`src/hdl/salc_pkg.sv`:
```
// Shared types and constants for the set-associative LRU tag cache.
// No dependencies; imported by salc_row_update and set_assoc_lru_tag_cache.
package salc_pkg;

  // Default sizes for the top-level parameters.
  localparam int DEF_MAX_SETS  = 256;
  localparam int DEF_MAX_WAYS  = 16;
  localparam int DEF_ADDR_BITS = 13;

  // Field widths of the item and configuration ports.
  localparam int FUNC_W     = 1;
  localparam int STATUS_W   = 2;
  localparam int SET_IDX_W  = 8;
  localparam int BS_W       = 3;
  localparam int WL_W       = 3;
  localparam int SL_W       = 4;
  localparam int CFG_IDX_W  = 2;
  localparam int CFG_DATA_W = 4;

  // Per-way LRU age, 0 is most recently used.
  localparam int            AGE_W   = 4;
  localparam logic [AGE_W-1:0] AGE_MAX = 4'd15;

  // Configuration register indexes.
  localparam logic [CFG_IDX_W-1:0] CFG_BLOCK_SIZE_LOG2 = 2'd0;
  localparam logic [CFG_IDX_W-1:0] CFG_WAYS_LOG2       = 2'd1;
  localparam logic [CFG_IDX_W-1:0] CFG_SET_COUNT_LOG2  = 2'd2;

  // Access kinds.
  localparam logic [FUNC_W-1:0] FUNC_LOAD  = 1'b0;
  localparam logic [FUNC_W-1:0] FUNC_STORE = 1'b1;

  typedef enum logic [STATUS_W-1:0] {
    ST_STORE     = 2'd0,
    ST_LOAD_HIT  = 2'd1,
    ST_LOAD_MISS = 2'd2
  } status_e;

  typedef enum logic {
    S_IDLE,
    S_LOOK
  } state_e;

endpackage

```
`src/hdl/salc_row_update.sv`:
```
// Combinational lookup and LRU update of one cache set (all ways of one row).
// Depends on salc_pkg for the age width and saturation value.
module salc_row_update #(
  parameter int NW    = 16,
  parameter int TAG_W = 13
) (
  input  logic [TAG_W-1:0]           tag_i,
  input  logic [NW-1:0]              inuse_i,
  input  logic [NW-1:0][TAG_W-1:0]   row_tag_i,
  input  logic [NW-1:0]              row_valid_i,
  input  logic [NW-1:0][salc_pkg::AGE_W-1:0] row_age_i,
  output logic                       hit_o,
  output logic [NW-1:0][TAG_W-1:0]   new_tag_o,
  output logic [NW-1:0]              new_valid_o,
  output logic [NW-1:0][salc_pkg::AGE_W-1:0] new_age_o
);
  import salc_pkg::*;

  logic [NW-1:0]    match;
  logic [NW-1:0]    hit_oh;
  logic [NW-1:0]    free_w;
  logic [NW-1:0]    free_oh;
  logic [NW-1:0]    cand;
  logic [NW-1:0]    evict_oh;
  logic [NW-1:0]    victim_oh;
  logic [AGE_W-1:0] hit_age;

  // Lowest-numbered matching way wins when duplicates exist.
  always_comb begin
    for (int w = 0; w < NW; w++) begin
      match[w]  = inuse_i[w] & row_valid_i[w] & (row_tag_i[w] == tag_i);
      free_w[w] = inuse_i[w] & ~row_valid_i[w];
    end
  end

  assign hit_oh  = match & (~match + NW'(1));
  assign free_oh = free_w & (~free_w + NW'(1));
  assign hit_o   = |match;

  always_comb begin
    hit_age = '0;
    for (int w = 0; w < NW; w++) begin
      if (hit_oh[w]) begin
        hit_age = hit_age | row_age_i[w];
      end
    end
  end

  // A way in use is an eviction candidate when no in-use way is older; the lowest
  // candidate is the oldest way with the lowest index.
  always_comb begin
    logic ok;
    for (int w = 0; w < NW; w++) begin
      ok = inuse_i[w];
      for (int v = 0; v < NW; v++) begin
        if (inuse_i[v] && (row_age_i[v] > row_age_i[w])) begin
          ok = 1'b0;
        end
      end
      cand[w] = ok;
    end
  end

  assign evict_oh  = cand & (~cand + NW'(1));
  assign victim_oh = (|free_w) ? free_oh : evict_oh;

  always_comb begin
    for (int w = 0; w < NW; w++) begin
      new_tag_o[w]   = row_tag_i[w];
      new_valid_o[w] = row_valid_i[w];
      new_age_o[w]   = row_age_i[w];
      if (hit_o) begin
        if (hit_oh[w]) begin
          new_age_o[w] = '0;
        end else if (inuse_i[w] && row_valid_i[w] && (row_age_i[w] < hit_age)) begin
          new_age_o[w] = row_age_i[w] + AGE_W'(1);
        end
      end else begin
        if (victim_oh[w]) begin
          new_tag_o[w]   = tag_i;
          new_valid_o[w] = 1'b1;
          new_age_o[w]   = '0;
        end else if (inuse_i[w] && row_valid_i[w] && (row_age_i[w] < AGE_MAX)) begin
          new_age_o[w] = row_age_i[w] + AGE_W'(1);
        end
      end
    end
  end

endmodule

```
`config.mk`:
```
export PLATFORM = sky130hd
export DESIGN_NAME = salc_row_update
export DESIGN_NICKNAME = d
export VERILOG_FILES = /design/src/hdl/salc_pkg.sv /design/src/hdl/salc_row_update.sv
export SDC_FILE = /design/constraint.sdc
export NUM_CORES = 2
export LEC_CHECK = 0
export ABC_AREA = 1
export ABC_CLOCK_PERIOD_IN_PS = 10100
export BUFFER_PORTS_ARGS = -buffer_cell sky130_fd_sc_hd__buf_2
export CAP_MARGIN = 10
export CORE_MARGIN = 2
export CORE_UTILIZATION = 32
export DETAILED_ROUTE_END_ITERATION = 16
export PLACE_DENSITY_LB_ADDON = 0.25
export SETUP_SLACK_MARGIN = 0.3
export SLEW_MARGIN = 20
export SYNTH_ARGS = -nofsm -noshare
export SYNTH_HDL_FRONTEND = slang
export SYNTH_SLANG_ARGS = --single-unit
```
`constraint.sdc`:
```
create_clock -name vclk -period 10.1
set_clock_uncertainty 0.1 [all_clocks]
set_input_delay 2.02 -clock vclk [all_inputs]
set_output_delay 2.02 -clock vclk [all_outputs]
set_load 0.01 [all_outputs]
```
# After elaboration in Yosys (flattened, before gate mapping)
# Cells that the tools add are included.
[totals] regBits=0 latchBits=0 ram_bits=0 mem_bits_ro=0 input_bits=317 out_inout_bits=289 elab_cells=1131 mem_count=0
[op_classes] add_sub_neg=19 multipliers=0 n_div=0 magnitude_cmp=288 n_eq_ne=16 shifts=0 muxes=417 bitwise=85 reduce_logical=306
[ops] cell="4-bit greater-than comparator" n=256
[ops] cell="13-bit two-way mux" n=32
[ops] cell="4-bit two-way mux" n=96
[ops] cell="1-bit logical AND" n=304
[ops] cell="1-bit two-way mux" n=288
[ops] cell="13-bit == test" n=16
[ops] cell="4-bit by 1-bit adder with 4-bit output, second input constant" n=16
[ops] cell="4-bit < comparator" n=16
[ops] cell="4-bit < comparator, second input constant" n=16
[ops] cell="4-bit bitwise OR" n=15
[ops] cell="16-bit by 1-bit adder with 16-bit output, second input constant" n=3
[ops] cell="1-bit bitwise AND" n=48
[ops] cell="16-bit bitwise AND" n=3
[ops] cell="16-bit NOT" n=3
[ops] cell="16-bit OR reduction" n=2
[ops] cell="16-bit two-way mux" n=1
[ops] cell="1-bit NOT" n=16

# Depth between registers and ports, before layout
[depth] word_depth=41 mapped_depth=28 mapped_depth_nobuf=26

# Worst setup path before layout
# OpenSTA, ideal clock, no wires.
[synth_path] path_kind="in2out" from="input port tag_i[5]" to="output port new_age_o[49] (netlist bit)" t_arrival_ns=5.531 t_required_ns=7.980 slack_ns=2.449 stages=22 n_path_buf=3 cell_sequence="buf_2 inv_2 buf_6 buf_2 nor2_1 nor2_1 nand4_1 nor3_1 nand2_1 nand2_1 nor2_1 nand2_1 o221ai_1 a221oi_1 o221ai_1 nor2_1 ha_1 a211oi_1 nand2_1 nand2_1 nand3_1 nand2_1"
[synth_rtl] element="from (decl)" line_no="salc_row_update.sv:7" rtl="input logic [TAG_W-1:0] tag_i,"
[synth_rtl] element="to (decl)" line_no="salc_row_update.sv:15" rtl="output logic [NW-1:0][salc_pkg::AGE_W-1:0] new_age_o"

==> summary.log <==
INFO  run_status     status=finished clean
INFO  critical_path  timing.critical_path.required=7980ps
INFO  sta            finalSetupViolations=0
INFO  critical_path  cp-end-kind=output pin
INFO  sta            time_the_final_worst_path_needs_with_i_o_delays_and_setup=9650ps
INFO  critical_path  timing.critical_path.cells=buf_2 > inv_1 > buf_4 > or2_2 > nand4_1 > nor2_1 > nand2_1 > nand2_1 > nor2_1 > nand2_1 > o221ai_1 > a221oi_1 > o221ai_1 > nor2_1 > buf_4 > ha_1 > a211oi_1 > nand2_2 > nand2_1 > nand3_1 > nand2_1 > buf_2
INFO  sta            setup_repair_after_global_routing_missed_its_margin=false
INFO  min_path       hold_start=row_tag_i[152]
INFO  layout         areaGrowthSynthToFinish=17.4%
INFO  critical_path  slowest_stage=nor2_1
INFO  sta            slew_headroom=25.9%
INFO  placed_design  placedInstanceArea=30000um2
INFO  sta            fmaxAchievable=104MHz
INFO  grt            first_global_vias=33200
INFO  sta            slew_viol_final=0
INFO  power          p_per_area=50.0nW/um2
INFO  die            start_util=32.4%
INFO  detailed_routing drt_pass1_iterations=6
INFO  layout         fillerInstances=9023
INFO  clocking       ctsResizeCount=0
INFO  synthesis      synth_cells=4639
INFO  die            std_cell_rows=103
INFO  layout         clkbuf_count=0
INFO  min_path       whs_path_cells=4
INFO  placed_design  numPlacedInstances=6265
INFO  power          p_int=0.489mW
INFO  detailed_routing route.detailed.vias_per_inst=5.69
INFO  die            ioPinCount=606
INFO  grt            grt_antenna_before_repair=34
INFO  detailed_routing wirelength=158000um
INFO  min_path       hold-path-endpoint=new_tag_o[152]
INFO  power          final_total_power=1.50mW
INFO  detailed_routing routed-via-count=35800
INFO  critical_path  startpoint_type=input pin
INFO  clocking       ctsHoldBuffers=0
INFO  layout         final-seq-area=0um2
INFO  layout         design.final.nets=6078
INFO  grt            grt_pass1_wl=223000um
INFO  power          power.static_leakage=17.6nW
INFO  placed_design  hpwl=126000um
INFO  power          comb_power_share=100.0%
INFO  synthesis      synth_seq_area_share=0%
INFO  die            floorplan.die.width=287um
INFO  detailed_routing post-route-drc-count=0
INFO  min_path       hold_class=input pin to output pin
INFO  detailed_routing detail_route.iter0.violations=3537
INFO  critical_path  slowest_delay=800ps
INFO  sta            hold_slack=4250ps
INFO  layout         layout.cells.non_filler=6291
INFO  critical_path  timing_worst_setup_path_type=input pin to output pin
INFO  synthesis      mappedNetlistNets=5500
INFO  critical_path  worstPathArrival=7530ps
INFO  synthesis      ys.warnings.count=0
INFO  power          p_sw_share=67.5%
INFO  grt            grt_max_degree=29
INFO  critical_path  crit_path_max_fanout=16
INFO  layout         drive_gt1_share=15.7%
INFO  synthesis      post_synth_num_cell_types=53
INFO  power          power.sequential.fraction=0%
INFO  power          vdd_ir_drop_max=0.0212mV
INFO  detailed_routing drt.antenna.violating_nets=0
INFO  clocking       postCtsSetupRepairBufs=0
INFO  layout         multi_input_area=22600um2
INFO  critical_path  critPathMostFrequentCell=nand2_1
INFO  power          reported_net_switching_power=1.01mW
INFO  sta            worst-slew-pin-transition=1110ps
INFO  job            max-cap-violations=0
INFO  sta            hold_viol=0
INFO  die            die_area=82300um2
INFO  power          pwr-share-clk=0%
INFO  critical_path  critPathBufInv=5
INFO  grt            global_route.overflow_total=0
INFO  die            dieHeight=287um
INFO  detailed_routing avgRoutedWirePerCell=25.1um
INFO  layout         layout.cell_area.non_filler=30100um2
INFO  placed_design  globalplace.congestion=1.02
INFO  die            floorplan.core_area=79100um2
INFO  synthesis      synthesis.area_per_instance=5.52um2
INFO  synthesis      netlist_area=25600um2
INFO  sta            timing.setup.tns=0ps
INFO  grt            grt_use_total=36.3%
INFO  critical_path  critical-path-top-delay-family=simple AND/OR/NAND/NOR gates
INFO  layout         layout.sequential_cells=0
INFO  placed_design  number_of_buffer_cells_added_on_primary_ports=606
INFO  sta            final_min_period_over_clock_period=95.5%
## worst max-delay path by stage
stage | to | startpoint | cells past startpoint | slack, ps
2_1_floorplan | new_age_o[49] | tag_i[5] | 22 | 2450
3_3_place_gp | new_age_o[28] | tag_i[1] | 22 | 710
5_1_grt | new_age_o[30] | tag_i[12] | 22 | 310
3_5_place_dp | new_age_o[29] | tag_i[1] | 22 | 590
6_report | new_age_o[29] | tag_i[1] | 22 | 450
4_1_cts | new_age_o[29] | tag_i[1] | 22 | 590
## power groups by stage
stage / sequential, mW / clock (mW) / combinational, mW
6_report: 0 / 0.000000226 / 1.50
4_1_cts: 0 / 0 / 1.46
5_1_grt: 0 / 0.000000306 / 1.63
3_5_place_dp: 0 / 0 / 1.45
3_3_place_gp: 0 / 0 / 1.44
2_1_floorplan: 0 / 0 / 0.832
## area by class of cell
| class | instances | area share, % |
|---|---|---|
| inverters | 614 | 7.68 |
| repair buffers | 702 | 12.5 |
| diodes | 26 | 0.216 |
| multi-input cells | 3899 | 75.2 |
| well taps | 1050 | 4.37 |
## cells by family after synthesis
| group | synth area share, % |
|---|---|
| and+or+nand+nor | 42.7 |
| xor gates and xnor gates | 2.22 |
| buffers and inverters | 11.7 |
| AOI/OAI and AO/OA | 16.8 |
| adders and majority gates | 26.6 |
## cells in the mapped netlist, types with 22 or more instances
| library cell | n | area share (%) |
|---|---|---|
| nor3_1 | 63 | 1.2 |
| a211oi_1 | 33 | 0.97 |
| o21ai_0 | 216 | 4.2 |
| o211ai_1 | 65 | 1.9 |
| a21oi_1 | 206 | 4.0 |
| xor2_1 | 43 | 1.5 |
| clkbuf_1 | 43 | 0.63 |
| nor2_1 | 470 | 6.9 |
| nand2_2 | 36 | 0.88 |
| inv_1 | 596 | 8.7 |
| o21ai_2 | 23 | 0.79 |
| ha_1 | 544 | 27 |
| o21ai_1 | 69 | 1.3 |
| nand4_1 | 147 | 3.6 |
| o22ai_1 | 34 | 0.83 |
| nand3_1 | 353 | 6.9 |
| xnor2_1 | 22 | 0.75 |
| nand2_1 | 1404 | 21 |
| buf_2 | 51 | 1.0 |
## cells in the final DEF, fill, tap and decap left out, drive strengths merged, types with 43 or more instances in the layout
cell,synthesis,final
o211ai,65,65
nand2,1445,1445
ha,544,544
nor3,68,68
xor2,43,43
nand4,147,147
inv,609,609
nand3,357,357
buf,83,702
nor2,481,481
a21oi,206,206
o21ai,308,308
## metrics by stage
stage / setup WS [ps] / util (%)
3_3_place_gp: 712 / 37.9
5_1_grt: 313 / 38.0
4_1_cts: 585 / 37.9
2_1_floorplan: 2450 / -
3_5_place_dp: 590 / 37.9
6_report: 453 / 38.0
## metal layers
metal / vias to the layer above / track usage [%] / wire length, um
met1: 16300 / 43.9 / 60700
met3: 581 / 5.48 / 14300
met4: 8 / 25.4 / 12500
met5: - / 0 / 43
li1: 16800 / - / -
met2: 2136 / 59.1 / 70000
Note: power is estimated with default switching activity, not from simulation.
